$ cat src/design/htlb_pkg.sv
// ---------------------------------------------------------------------------
// htlb_pkg
// Types, widths and helpers for the hex text line to byte decoder.
// ---------------------------------------------------------------------------
package htlb_pkg;

	localparam int CHAR_W       = 8;
	localparam int BYTE_W       = 8;
	localparam int NIBBLE_W     = 4;
	localparam int MAX_BYTES_W  = 12;
	localparam int BYTE_COUNT_W = 12;
	localparam logic [MAX_BYTES_W-1:0] MAX_BYTES_RESET = 12'd4095;

	typedef enum logic [2:0] {
		ST_OK       = 3'd0,
		ST_BAD_CHAR = 3'd1,
		ST_TOO_LONG = 3'd2,
		ST_ODD      = 3'd3,
		ST_EMPTY    = 3'd4
	} status_t;

	typedef enum logic [1:0] {
		ERR_NONE     = 2'd0,
		ERR_BAD_CHAR = 2'd1,
		ERR_TOO_LONG = 2'd2
	} line_err_t;

	localparam logic [CHAR_W-1:0] CH_ZERO    = 8'h30;
	localparam logic [CHAR_W-1:0] CH_NINE    = 8'h39;
	localparam logic [CHAR_W-1:0] CH_UPPER_A = 8'h41;
	localparam logic [CHAR_W-1:0] CH_UPPER_F = 8'h46;
	localparam logic [CHAR_W-1:0] CH_LOWER_A = 8'h61;
	localparam logic [CHAR_W-1:0] CH_LOWER_F = 8'h66;
	localparam logic [CHAR_W-1:0] CH_SPACE   = 8'h20;
	localparam logic [CHAR_W-1:0] CH_TAB     = 8'h09;
	localparam logic [CHAR_W-1:0] CH_CR      = 8'h0D;
	localparam logic [CHAR_W-1:0] LETTER_OFS = 8'd10;

	typedef struct packed {
		logic                is_space;
		logic                is_hex;
		logic [NIBBLE_W-1:0] nibble;
	} char_class_t;

endpackage

$ cat src/design/htlb_if.sv
// ---------------------------------------------------------------------------
// htlb_if
// Valid/ready stream channels for characters and decoded results.
// ---------------------------------------------------------------------------
interface htlb_in_if import htlb_pkg::*; ();
	logic              valid;
	logic              ready;
	logic [CHAR_W-1:0] ch;
	logic              line_end;

	modport source (output valid, output ch, output line_end, input ready);
	modport sink (input valid, input ch, input line_end, output ready);
endinterface

interface htlb_out_if import htlb_pkg::*; ();
	logic                    valid;
	logic                    ready;
	logic [BYTE_W-1:0]       byte_value;
	logic                    is_status;
	logic [2:0]              status;
	logic [BYTE_COUNT_W-1:0] byte_count;

	modport source (output valid, output byte_value, output is_status, output status,
		output byte_count, input ready);
	modport sink (input valid, input byte_value, input is_status, input status,
		input byte_count, output ready);
endinterface

$ cat src/design/htlb_char_class.sv
// ---------------------------------------------------------------------------
// htlb_char_class
// Classifies one character as whitespace, hex digit or other.
// ---------------------------------------------------------------------------
module htlb_char_class import htlb_pkg::*; (
	input  logic [CHAR_W-1:0] ch,
	output char_class_t       cls
);

	logic is_digit;
	logic is_upper;
	logic is_lower;
	logic [CHAR_W-1:0] value;

	always_comb begin
		is_digit = (ch >= CH_ZERO) && (ch <= CH_NINE);
		is_upper = (ch >= CH_UPPER_A) && (ch <= CH_UPPER_F);
		is_lower = (ch >= CH_LOWER_A) && (ch <= CH_LOWER_F);
		if (is_upper) begin
			value = ch - CH_UPPER_A + LETTER_OFS;
		end else if (is_lower) begin
			value = ch - CH_LOWER_A + LETTER_OFS;
		end else begin
			value = ch - CH_ZERO;
		end
		cls.is_space = (ch == CH_SPACE) || ((ch >= CH_TAB) && (ch <= CH_CR));
		cls.is_hex   = is_digit || is_upper || is_lower;
		cls.nibble   = value[NIBBLE_W-1:0];
	end

endmodule

$ cat src/design/hex_text_line_to_bytes_top.sv
// A character is held in the input register, and its result then in the result register.
// Throughput: one character per cycle while the result sink keeps up; the
// line state update between the input register and the result register
// sets this figure. A stalled result holds the input stage as well.
// Reset: arst_n clears the line state and the valid flags of both stages, max_bytes goes to 4095.
// ---------------------------------------------------------------------------
// hex_text_line_to_bytes_top
// Pairs ASCII hex digits into bytes and reports a status at each line end.
// ---------------------------------------------------------------------------
module hex_text_line_to_bytes_top import htlb_pkg::*; #(
	parameter int COUNT_BITS = 12
) (
	input  logic                   clk,
	input  logic                   arst_n,
	input  logic                   max_bytes_we,
	input  logic [MAX_BYTES_W-1:0] max_bytes_wdata,
	htlb_in_if.sink                chars,
	htlb_out_if.source             results
);

	localparam int CW = (COUNT_BITS > MAX_BYTES_W) ? COUNT_BITS : MAX_BYTES_W;
	localparam logic [CW-1:0] CNT_MAX = CW'({COUNT_BITS{1'b1}});

	logic [MAX_BYTES_W-1:0] max_bytes_q;

	// Input stage.
	logic              valid_s1;
	logic [CHAR_W-1:0] ch_s1;
	logic              line_end_s1;

	// Line state.
	logic [NIBBLE_W-1:0]   high_nibble_q;
	logic                  pending_q;
	logic [COUNT_BITS-1:0] count_q;
	line_err_t             err_q;

	logic [NIBBLE_W-1:0]   high_nibble_d;
	logic                  pending_d;
	logic [COUNT_BITS-1:0] count_d;
	line_err_t             err_d;

	// Result stage.
	logic                    out_valid_q;
	logic [BYTE_W-1:0]       byte_value_q;
	logic                    is_status_q;
	status_t                 status_q;
	logic [BYTE_COUNT_W-1:0] byte_count_q;

	logic                    produce;
	logic [BYTE_W-1:0]       byte_value_d;
	logic                    is_status_d;
	status_t                 status_d;
	logic [BYTE_COUNT_W-1:0] byte_count_d;

	char_class_t cls;
	logic        can_load;
	logic        advance;
	logic [CW-1:0] cap;
	logic [CW-1:0] count_ext;
	logic [CW-1:0] count_d_ext;

	htlb_char_class u_class (
		.ch  (ch_s1),
		.cls (cls)
	);

	assign can_load     = !out_valid_q || results.ready;
	assign advance      = valid_s1 && can_load;
	assign chars.ready  = !valid_s1 || advance;

	always_comb begin
		cap = (CW'(max_bytes_q) < CNT_MAX) ? CW'(max_bytes_q) : CNT_MAX;
		count_ext = CW'(count_q);

		high_nibble_d = high_nibble_q;
		pending_d     = pending_q;
		count_d       = count_q;
		err_d         = err_q;
		produce       = 1'b0;
		byte_value_d  = '0;
		is_status_d   = 1'b0;
		status_d      = ST_OK;

		if (line_end_s1) begin
			produce     = 1'b1;
			is_status_d = 1'b1;
			case (err_q)
				ERR_BAD_CHAR: status_d = ST_BAD_CHAR;
				ERR_TOO_LONG: status_d = ST_TOO_LONG;
				default: begin
					if (pending_q) begin
						status_d = ST_ODD;
					end else if (count_q == '0) begin
						status_d = ST_EMPTY;
					end else begin
						status_d = ST_OK;
					end
				end
			endcase
			high_nibble_d = '0;
			pending_d     = 1'b0;
			count_d       = '0;
			err_d         = ERR_NONE;
		end else if ((err_q == ERR_NONE) && !cls.is_space) begin
			if (!cls.is_hex) begin
				err_d = ERR_BAD_CHAR;
			end else if (!pending_q) begin
				high_nibble_d = cls.nibble;
				pending_d     = 1'b1;
			end else if (count_ext >= cap) begin
				err_d = ERR_TOO_LONG;
			end else begin
				produce       = 1'b1;
				byte_value_d  = {high_nibble_q, cls.nibble};
				count_d       = count_q + 1'b1;
				pending_d     = 1'b0;
				high_nibble_d = '0;
			end
		end

		// A status result reports the count before the line clears.
		count_d_ext  = line_end_s1 ? count_ext : CW'(count_d);
		byte_count_d = count_d_ext[BYTE_COUNT_W-1:0];
	end

	always_ff @(posedge clk or negedge arst_n) begin
		if (!arst_n) begin
			max_bytes_q <= MAX_BYTES_RESET;
		end else if (max_bytes_we) begin
			max_bytes_q <= max_bytes_wdata;
		end
	end

	always_ff @(posedge clk or negedge arst_n) begin
		if (!arst_n) begin
			valid_s1 <= 1'b0;
		end else if (chars.ready) begin
			valid_s1 <= chars.valid;
		end
	end

	always_ff @(posedge clk) begin
		if (chars.valid && chars.ready) begin
			ch_s1       <= chars.ch;
			line_end_s1 <= chars.line_end;
		end
	end

	always_ff @(posedge clk or negedge arst_n) begin
		if (!arst_n) begin
			high_nibble_q <= '0;
			pending_q     <= 1'b0;
			count_q       <= '0;
			err_q         <= ERR_NONE;
		end else if (advance) begin
			high_nibble_q <= high_nibble_d;
			pending_q     <= pending_d;
			count_q       <= count_d;
			err_q         <= err_d;
		end
	end

	always_ff @(posedge clk or negedge arst_n) begin
		if (!arst_n) begin
			out_valid_q <= 1'b0;
		end else if (advance && produce) begin
			out_valid_q <= 1'b1;
		end else if (results.ready) begin
			out_valid_q <= 1'b0;
		end
	end

	always_ff @(posedge clk) begin
		if (advance && produce) begin
			byte_value_q <= byte_value_d;
			is_status_q  <= is_status_d;
			status_q     <= status_d;
			byte_count_q <= byte_count_d;
		end
	end

	assign results.valid      = out_valid_q;
	assign results.byte_value = byte_value_q;
	assign results.is_status  = is_status_q;
	assign results.status     = status_q;
	assign results.byte_count = byte_count_q;

endmodule

$ cat src/flat_wrapper.sv
// flat-port wrapper written by rule: the top's interface ports become plain ports
module hex_text_line_to_bytes_top_flat import htlb_pkg::*;
#(
	parameter int COUNT_BITS = 12
)
  (clk, arst_n, max_bytes_we, max_bytes_wdata, chars_valid, chars_ch, chars_line_end, chars_ready, results_valid, results_byte_value, results_is_status, results_status, results_byte_count, results_ready);
  htlb_in_if chars_i ();
  htlb_out_if results_i ();
  input  logic clk;
  input  logic arst_n;
  input  logic max_bytes_we;
  input  logic [MAX_BYTES_W-1:0] max_bytes_wdata;
  input wire logic [$bits(chars_i.valid)-1:0] chars_valid;
  input wire logic [$bits(chars_i.ch)-1:0] chars_ch;
  input wire logic [$bits(chars_i.line_end)-1:0] chars_line_end;
  output wire logic [$bits(chars_i.ready)-1:0] chars_ready;
  output wire logic [$bits(results_i.valid)-1:0] results_valid;
  output wire logic [$bits(results_i.byte_value)-1:0] results_byte_value;
  output wire logic [$bits(results_i.is_status)-1:0] results_is_status;
  output wire logic [$bits(results_i.status)-1:0] results_status;
  output wire logic [$bits(results_i.byte_count)-1:0] results_byte_count;
  input wire logic [$bits(results_i.ready)-1:0] results_ready;
  assign chars_i.valid = chars_valid;
  assign chars_i.ch = chars_ch;
  assign chars_i.line_end = chars_line_end;
  assign chars_ready = chars_i.ready;
  assign results_valid = results_i.valid;
  assign results_byte_value = results_i.byte_value;
  assign results_is_status = results_i.is_status;
  assign results_status = results_i.status;
  assign results_byte_count = results_i.byte_count;
  assign results_i.ready = results_ready;
  hex_text_line_to_bytes_top #(.COUNT_BITS(COUNT_BITS)) u_core (.clk(clk), .arst_n(arst_n), .max_bytes_we(max_bytes_we), .max_bytes_wdata(max_bytes_wdata), .chars(chars_i), .results(results_i));
endmodule
$ cat config.mk
export PLATFORM = sky130hd
export DESIGN_NAME = hex_text_line_to_bytes_top_flat
export DESIGN_NICKNAME = d
export VERILOG_FILES = /design/src/design/htlb_pkg.sv /design/src/design/htlb_if.sv /design/src/design/htlb_char_class.sv /design/src/design/hex_text_line_to_bytes_top.sv /design/src/flat_wrapper.sv
export SDC_FILE = /design/constraint.sdc
export NUM_CORES = 1
export LEC_CHECK = 0
export BUFFER_PORTS_ARGS = -buffer_cell sky130_fd_sc_hd__buf_4
export CAP_MARGIN = 30
export CORE_ASPECT_RATIO = 1.1
export CORE_UTILIZATION = 30
export DETAILED_ROUTE_END_ITERATION = 10
export GPL_TIMING_DRIVEN = 0
export MAX_ROUTING_LAYER = met4
export SETUP_SLACK_MARGIN = 0.05
export SLEW_MARGIN = 20
export SYNTH_ARGS = -nofsm -noshare
export SYNTH_HDL_FRONTEND = slang
export SYNTH_HIERARCHICAL = 1
export SYNTH_SLANG_ARGS = --single-unit
$ cat constraint.sdc
create_clock -name clk -period 4.25 [get_ports clk]
set_clock_uncertainty 0.1 [all_clocks]
set_input_delay 0.85 -clock clk [delete_from_list [all_inputs] [get_ports clk]]
set_output_delay 0.85 -clock clk [all_outputs]
set_load 0.02 [all_outputs]
Word level (Yosys, flattened, before mapping):

Cells that the tools add are included.

* eq/ne operators: 6
* reduce and logical (&&, ||, !) cells: 25
* multiplexer cells: 35
* order comparisons: 10
* bitwise gates (word level): 3
* $add $sub $neg: 6

Operators by type and width (count)
* $mux 12: 7
* $mux 4: 7
* $ge 8x7->1 const B: 2
* $le 8x7->1 const B: 2
* $mux 1: 13
* $add 12x1->12 const B: 1
* $ge 12x12->1: 1
* $logic_not 12->1: 1
* $lt 12x12->1 const B: 1
* $sub 4x1->4 const B: 3
* $mux 2: 5
* $add 4x4->4 const B: 2
* $eq 8x6->1 const B: 1
* $ge 8x4->1 const B: 1
* $ge 8x6->1 const B: 1
* $le 8x4->1 const B: 1
* $le 8x6->1 const B: 1
* $logic_and 1x1->1: 8
* $reduce_and 4->1: 2
* $mux 3: 2
* $ne 3x2->1 const B: 2
* $pmux 3 s2: 1
* $reduce_bool 2->1: 3
* $logic_or 1x1->1: 5
* other kinds (8): 12

* register bits: 66
* input bits: 26
* output and inout port bits: 26
* logic and storage cells: 98

Longest topological paths before layout:

Gate-level depths: netlist of run 1.

* word-level depth: 10
* gate-level depth with buffers: 13
* depth with buffers taken out: 12

Hierarchy:

Netlist of run 1, hierarchy kept.

Modules (own cells, without submodules)
* hex_text_line_to_bytes_top: seq. area each 1831.8 um2, times used 1, area each 3266.9 um2, cells each 296
* htlb_char_class: seq. area each 0.0 um2, times used 1, area each 241.5 um2, cells each 34

Least setup slack after synthesis of run 1:

No wires, ideal clock.

* path kind: register to register
* start point: reg u_core.ch_s1[1]
* end point: reg u_core.count_q[9] (netlist: u_core/count_ext[9])
* slack: 1.004 ns
* stages on the path, launching flop included: 13
* buffers on the path: 0
* data required time: 4.042 ns
* setup time: 0.108 ns
* data arrival time: 3.038 ns
* clock period less this slack: 3.246 ns
* cells stage by stage: edfxtp_1 -> inv_1 -> ha_1 -> nand2b_1 -> nor2_1 -> or3_1 -> a21oi_1 -> and3b_2 -> nand2_1 -> nor3_4 -> o21ai_2 -> clkinv_1 -> o221ai_1

RTL lines
* start, declared: line hex_text_line_to_bytes_top.sv:28 `logic [CHAR_W-1:0] ch_s1;`
* start signal, assigned: line hex_text_line_to_bytes_top.sv:144 `ch_s1 <= chars.ch;`
* end signal, assigned: line hex_text_line_to_bytes_top.sv:158 `count_q <= count_d;`
* end, declared: line hex_text_line_to_bytes_top.sv:34 `logic [COUNT_BITS-1:0] count_q;`

==> flow_summary.yaml, run 1 <==
yosys:
  yosys-top-cells-count: "37 x nand2_1, 33 x edfxtp_1, 23 x o21ai_0"
  synth_ff_type: "edfxtp_1"
  yosysUniqueCellTypes: 58
  synth_cells: 330
  synth_area_um2: 3510
  synth.most_common_cell: "nand2_1"
  netlist.area_leader.share_pct: 28.2
  synth_nets: 377
  synth_seq_area_share_pct: 52.2
  ys_ff_latch: 66
  synth-edff-count: 33
  synthTopCellsByArea: "edfxtp_1 28%, dfrtp_1 15%, dfstp_2 9.0%, ha_1 7.5%, nand2_1 4.0%"
  yosysTopAreaCell: "edfxtp_1"
  synthArstFlopShare_pct: 50.0
  synth_warnings: 6
  syn_area_per_cell_um2: 10.6
global_routing:
  grt_usage_pct: 14.4
  grt_first_pass_wirelength_um: 13200
  grt-ovfl-total: 0
  grt_max_degree: 34
  antenna_found_initial: 0
  first_global_vias: 2701
clocking:
  clkTransAtPathRegs_ns: 0.05
  cts_hold_buffers: 0
  cts_buffers: 9
  cts_resized: 0
  clkSinkCount: 66
  insertion_delay_ns: 0.33
  htreeDepth: 3
  cts_root_buffer: "clkbuf_16"
  post_cts_buffers: 0
  cts_tree: "yes"
  cts_buffer_depth: 2
timing:
  period_needed_ns: 3.67
  rsz0062_at_grt: "no"
  setup_violations: 0
  worstMarginPinSlew_ns: 0.623
  clock.fmax_mhz: 273
  hold_viol: 0
  min_period_over_period_pct: 86.3
  setup-tns-final_ns: 0
  slew_violations: 0
  max-slew-margin-rel_pct: 58.2
  fin_hold_ws_ns: 0.379
placement:
  dp_hpwl_um: 5840
  port_buffers: 51
  gp_congestion: 0.833
status:
  run_status: "finished, final reports clean"
power:
  p_int_mw: 1.29
  pwr-share-seq_pct: 44.7
  leakagePower_nw: 1.89
  p_switching_mw: 0.404
  vdd_drop_max_uv: 198
  p_clk_share_pct: 42.3
  p_sw_share_pct: 23.9
  cellPowerDensity_nw_per_um2: 385
  pwr-share-comb_pct: 13.1
route:
  wl_per_cell_um: 14.1
  wirelength_um: 7750
  vias: 2671
  viasPerCell: 4.87
  first_iter_violations: 132
  dr.pass1.iters: 4
  wl_met2_um: 3790
  antenna_left: 0
  top_layer: "met4"
  wl_met3_um: 382
  drc: 0
  drt-met1-wl_um: 3480
die:
  rows: 41
  die_y_um: 115
  io_pins: 52
  die-area_um2: 12100
  start_util_pct: 30.7
  core_um2: 11400
  die_x_um: 105
run:
  drv_cap: 0
finish:
  nets: 440
  fillerInstances: 1137
  drive_gt1_share_pct: 24.4
  antenna_cells: 0
  fin_util_pct: 38.4
  area_growth_pct: 25.3
worst_hold_path:
  min_path_type: "in2async"
worst_setup_path:
  rr_worst_depth: 12
  required_ns: 4.23
  start_kind: "flip-flop"
  arrival_ns: 3.65
  crit_type: "reg2reg"
  critPathMaxFanout: 17
  endpoint_kind: "flip-flop"
-- kinds of logic after synthesis --
kind of cell | after synthesis | share of synthesized area, %
AO/OA/AOI/OAI | 66 | 12.8
XOR/XNOR | 11 | 2.75
adder cells (fa/ha/maj) | 21 | 7.49
buffers and inverters | 35 | 4.03
flip-flops | 66 | 52.2
multiplexers | 3 | 0.963
AND/OR/NAND/NOR | 128 | 19.7
-- final cells by class --
cell class / count / area [um^2] / share of cell area (%)
multi-input combinational: 229 / 1540 / 34.9
buffer: 12 / 55.1 / 1.25
clock buffer: 13 / 250 / 5.69
tap: 150 / 188 / 4.27
timing repair buffer: 52 / 410 / 9.33
inverter: 23 / 86.3 / 1.96
clock inverter: 3 / 40.0 / 0.911
sequential: 66 / 1830 / 41.7
-- state kept, by name, summed over array words and instances, names as in the netlist, 2 cells and up --
signal and flops:
u_core/count_ext 12, u_core/max_bytes_q 12, u_core/results.byte_count 12, u_core/ch_s1 8, u_core/results.byte_value 8, u_core/high_nibble_q 4
u_core/results.status 3, u_core/err_q 2
-- worst max-delay path, stage by stage, from the launching register on --
cell      delay [ns]
edfxtp_1        0.49
inv_1           0.11
ha_1            0.26
nand2b_1        0.22
nor2_1          0.06
or3_1           0.30
a21oi_1         0.19
and3b_2         0.26
nand2_1         0.20
nor3_4          0.09
o21ai_2         0.19
clkinv_1        0.55
buf_16          0.38
-- power groups by stage --
stage               Clock (mW)  Sequential [mW]  Combinational, mW
detailed placement           0            0.767              0.222
global route             0.763            0.761              0.248
floorplan                    0            0.775              0.122
CTS                      0.737            0.756              0.224
finish                   0.715            0.755              0.221
global placement             0            0.766              0.209
-- stage by stage --
step / setup slack [ns] / instance area, um^2 / std cells / power (mW)
2_1_floorplan: 1.00 / 3510 / 330 / 0.897
3_3_place_gp: 0.241 / 4080 / 531 / 0.976
3_5_place_dp: 0.572 / 4110 / 532 / 0.989
4_1_cts: 0.546 / 4400 / 548 / 1.72
5_1_grt: 0.236 / 4400 / 548 / 1.77
6_report: 0.580 / 4400 / 548 / 1.69
-- final timing paths --
path                                         start                      endpoint  slack, ns
max in group asynchronous                   arst_n         u_core/max_bytes_q[0]       3.33
setup reg to reg                   u_core/ch_s1[0]  u_core/results.byte_count[1]       0.58
min in group clk           u_core/high_nibble_q[3]       u_core/high_nibble_q[3]       0.41
hold reg to reg            u_core/high_nibble_q[3]       u_core/high_nibble_q[3]       0.41
setup / recovery                   u_core/ch_s1[0]  u_core/results.byte_count[1]       0.58
hold / removal                              arst_n           u_core/count_ext[6]       0.38
-- cells in the final DEF, fill, tap and decap left out, drive strengths merged, types with 10 or more instances in the layout --
cell type,n
buf,54
nand2,37
edfxtp,33
o21ai,26
clkbuf,23
inv,22
ha,21
dfrtp,21
nand3,20
nor2,15
a21oi,13
dfstp,12
and2,11
nor3,10
-- layer usage --
metal / global-route usage, % / vias up
li1: - / 1319
met1: 17.4 / 1259
met4: 4.41 / 0
met2: 23.7 / 85
met5: - / -
met3: 3.88 / 8
(Power assumes the default switching activity.)
==> run 2, diff against run 1 <==
ABC_AREA = 1   (was not set)
RECOVER_POWER = 50   (was not set)
==> run 2 against run 1 <==
Compared with the run above: the run now ends with capacitance limit, slew limit left; first-iteration DRC count rose by 8.3%; clock power up 8.7%; routed wire length is 1.3% higher; maximum frequency up 24%; combinational power grew 3%; setup slack improved by 0.72 ns; final cell count up 15%; via count rose by 4.4%; clock-buffer cell count down 3; global-route usage is 0.18 points lower; sequential power barely moved; critical endpoint is now u_core/results.byte_count[6]; highest routed layer unchanged.
==> flow_summary.yaml, run 2 <==
placement:
  port_buffers: 51
  placed_area_um2: 4130
  gp_congestion: 0.861
  dp_hpwl_um: 5940
  place_inst: 614
worst_setup_path:
  arrival_ns: 2.81
  crit_type: "reg2reg"
  critPathMaxFanout: 25
  start_kind: "flip-flop"
  endpoint_kind: "flip-flop"
  rrSetupSlack_ns: 1.30
  required_ns: 4.11
yosys:
  yosysTopAreaCell: "edfxtp_1"
  ys_ff_latch: 66
  synthArstFlopShare_pct: 50.0
  synth-edff-count: 33
  synth_cells: 413
  synthTopCellsByArea: "edfxtp_1 28%, dfrtp_1 15%, nand2_1 12%, dfstp_2 8.9%, ha_1 7.4%"
  yosys-top-cells-count: "112 x nand2_1, 66 x inv_1, 33 x edfxtp_1, 33 x nand3_1, 28 x nor2_1"
  synth_warnings: 6
  synth_area_um2: 3560
  synth.most_common_cell: "nand2_1"
  synth_ff_type: "edfxtp_1"
  synth_nets: 460
  yosysUniqueCellTypes: 32
  syn_area_per_cell_um2: 8.61
  netlist.area_leader.share_pct: 27.9
  synth_seq_area_share_pct: 51.5
status:
  run_status: "finished with violations"
  violations: "capacitance limit, slew limit"
route:
  antenna_left: 0
  first_iter_violations: 143
  wl_per_cell_um: 12.5
  viasPerCell: 4.43
  dr.pass1.iters: 4
  wirelength_um: 7850
  drc: 0
  vias: 2788
clocking:
  htreeDepth: 3
  insertion_delay_ns: 0.33
  clkTransAtPathRegs_ns: 0.05
  cts_buffer_depth: 2
  cts_resized: 0
  post_cts_buffers: 0
  cts_hold_buffers: 0
  cts_tree: "yes"
  cts_root_buffer: "clkbuf_16"
  clkSinkCount: 66
  cts_buffers: 9
power:
  leakagePower_nw: 2.04
  cellPowerDensity_nw_per_um2: 401
  vdd_drop_max_uv: 141
die:
  die_y_um: 116
  die_x_um: 106
  start_util_pct: 31.0
  io_pins: 52
  rows: 41
  die-area_um2: 12300
  core_um2: 11500
timing:
  clock.fmax_mhz: 339
  slew_violations: 34
  min_period_over_period_pct: 69.5
  hold_viol: 0
  max-slew-margin-rel_pct: -25.8
  period_needed_ns: 2.95
  worstMarginPinSlew_ns: 1.89
  rsz0062_at_grt: "no"
  setup-tns-final_ns: 0
  setup_violations: 0
finish:
  nets: 522
  drive_gt1_share_pct: 17.3
  most-common-layout-cells: "112 x nand2_1, 66 x inv_1, 33 x nand3_1, 33 x edfxtp_1, 29 x buf_4"
  mostFrequentLayoutCell: "nand2_1"
  area_growth_pct: 23.5
  antenna_cells: 0
  fin_cells: 630
  fillerInstances: 1175
  stdcell_area_um2: 4390
global_routing:
  antenna_found_initial: 0
  grt-ovfl-total: 0
  grt_max_degree: 34
  grt_first_pass_wirelength_um: 13000
  first_global_vias: 2722
  grt_usage_pct: 14.3
run:
  drv_cap: 1
worst_hold_path:
  min_path_type: "reg2reg"
## run 2: layout make-up
class,instances,area (um^2),share of cell area [%]
well taps,150,188,4.27
inverters,69,259,5.89
multi-input cells,267,1410,32.1
plain buffers,11,57.6,1.31
clock inverters,6,80.1,1.82
clock buffers,10,239,5.44
repair buffers,51,330,7.52
flip-flops and latches,66,1830,41.7
## run 2: through the flow
step           power, mW  util [%]  hold slack [ns]  worst slack (ns)
4_1_cts             1.79      38.7            0.384              1.31
6_report            1.76      38.2            0.377              1.30
3_5_place_dp        1.00      35.9            0.377              1.32
3_3_place_gp       0.997      35.9            0.372              1.39
2_1_floorplan      0.911         -            0.328              1.75
5_1_grt             1.85      38.2            0.394             0.996
## run 2: path summary, 6_finish.rpt
path,start,to,cells past startpoint
worst min-delay path,u_core/line_end_s1,u_core/results.is_status,0
max in group asynchronous,arst_n,u_core/count_ext[5],1
min in group asynchronous,arst_n,u_core/count_ext[9],1
worst min register to register,u_core/line_end_s1,u_core/results.is_status,0
worst max register to register,u_core/ch_s1[0],u_core/results.byte_count[6],17
worst max-delay path,u_core/ch_s1[0],u_core/results.byte_count[6],17
## run 2: worst max-delay path, stage by stage, from the launching register on
cell	delay, ns
edfxtp_1	0.45
inv_1	0.13
ha_1	0.23
nand2_2	0.09
nand2_1	0.08
nand2_1	0.06
nand2_1	0.06
o21ai_0	0.08
nand2_1	0.07
inv_1	0.04
nor2_1	0.09
inv_1	0.05
nor2_1	0.15
inv_1	0.07
nor2_2	0.14
buf_6	0.17
o21ai_4	0.07
inv_2	0.41
## run 2: kinds of logic after synthesis
kind of cell	count (synthesis)	synth area share, %
muxes	1	0.317
adders and majority gates	21	7.39
xor gates and xnor gates	1	0.246
AOI/OAI and AO/OA	43	7.07
and+or+nand+nor	201	24.6
buffers and inverters	80	8.90
DFF	66	51.5
## run 2: where the power goes
part           leakage [nW]  total, mW  internal [mW]  switching, mW
clock                 0.155      0.777          0.523          0.253
sequential            0.732      0.756          0.736         0.0202
combinational          1.16      0.227         0.0774          0.150
## run 2: per-layer routing
metal	share of wire [%]	track usage, %
met1	47	17.1
met2	48	23.2
met3	3.5	2.96
met4	1.5	6.67
met5	0	-
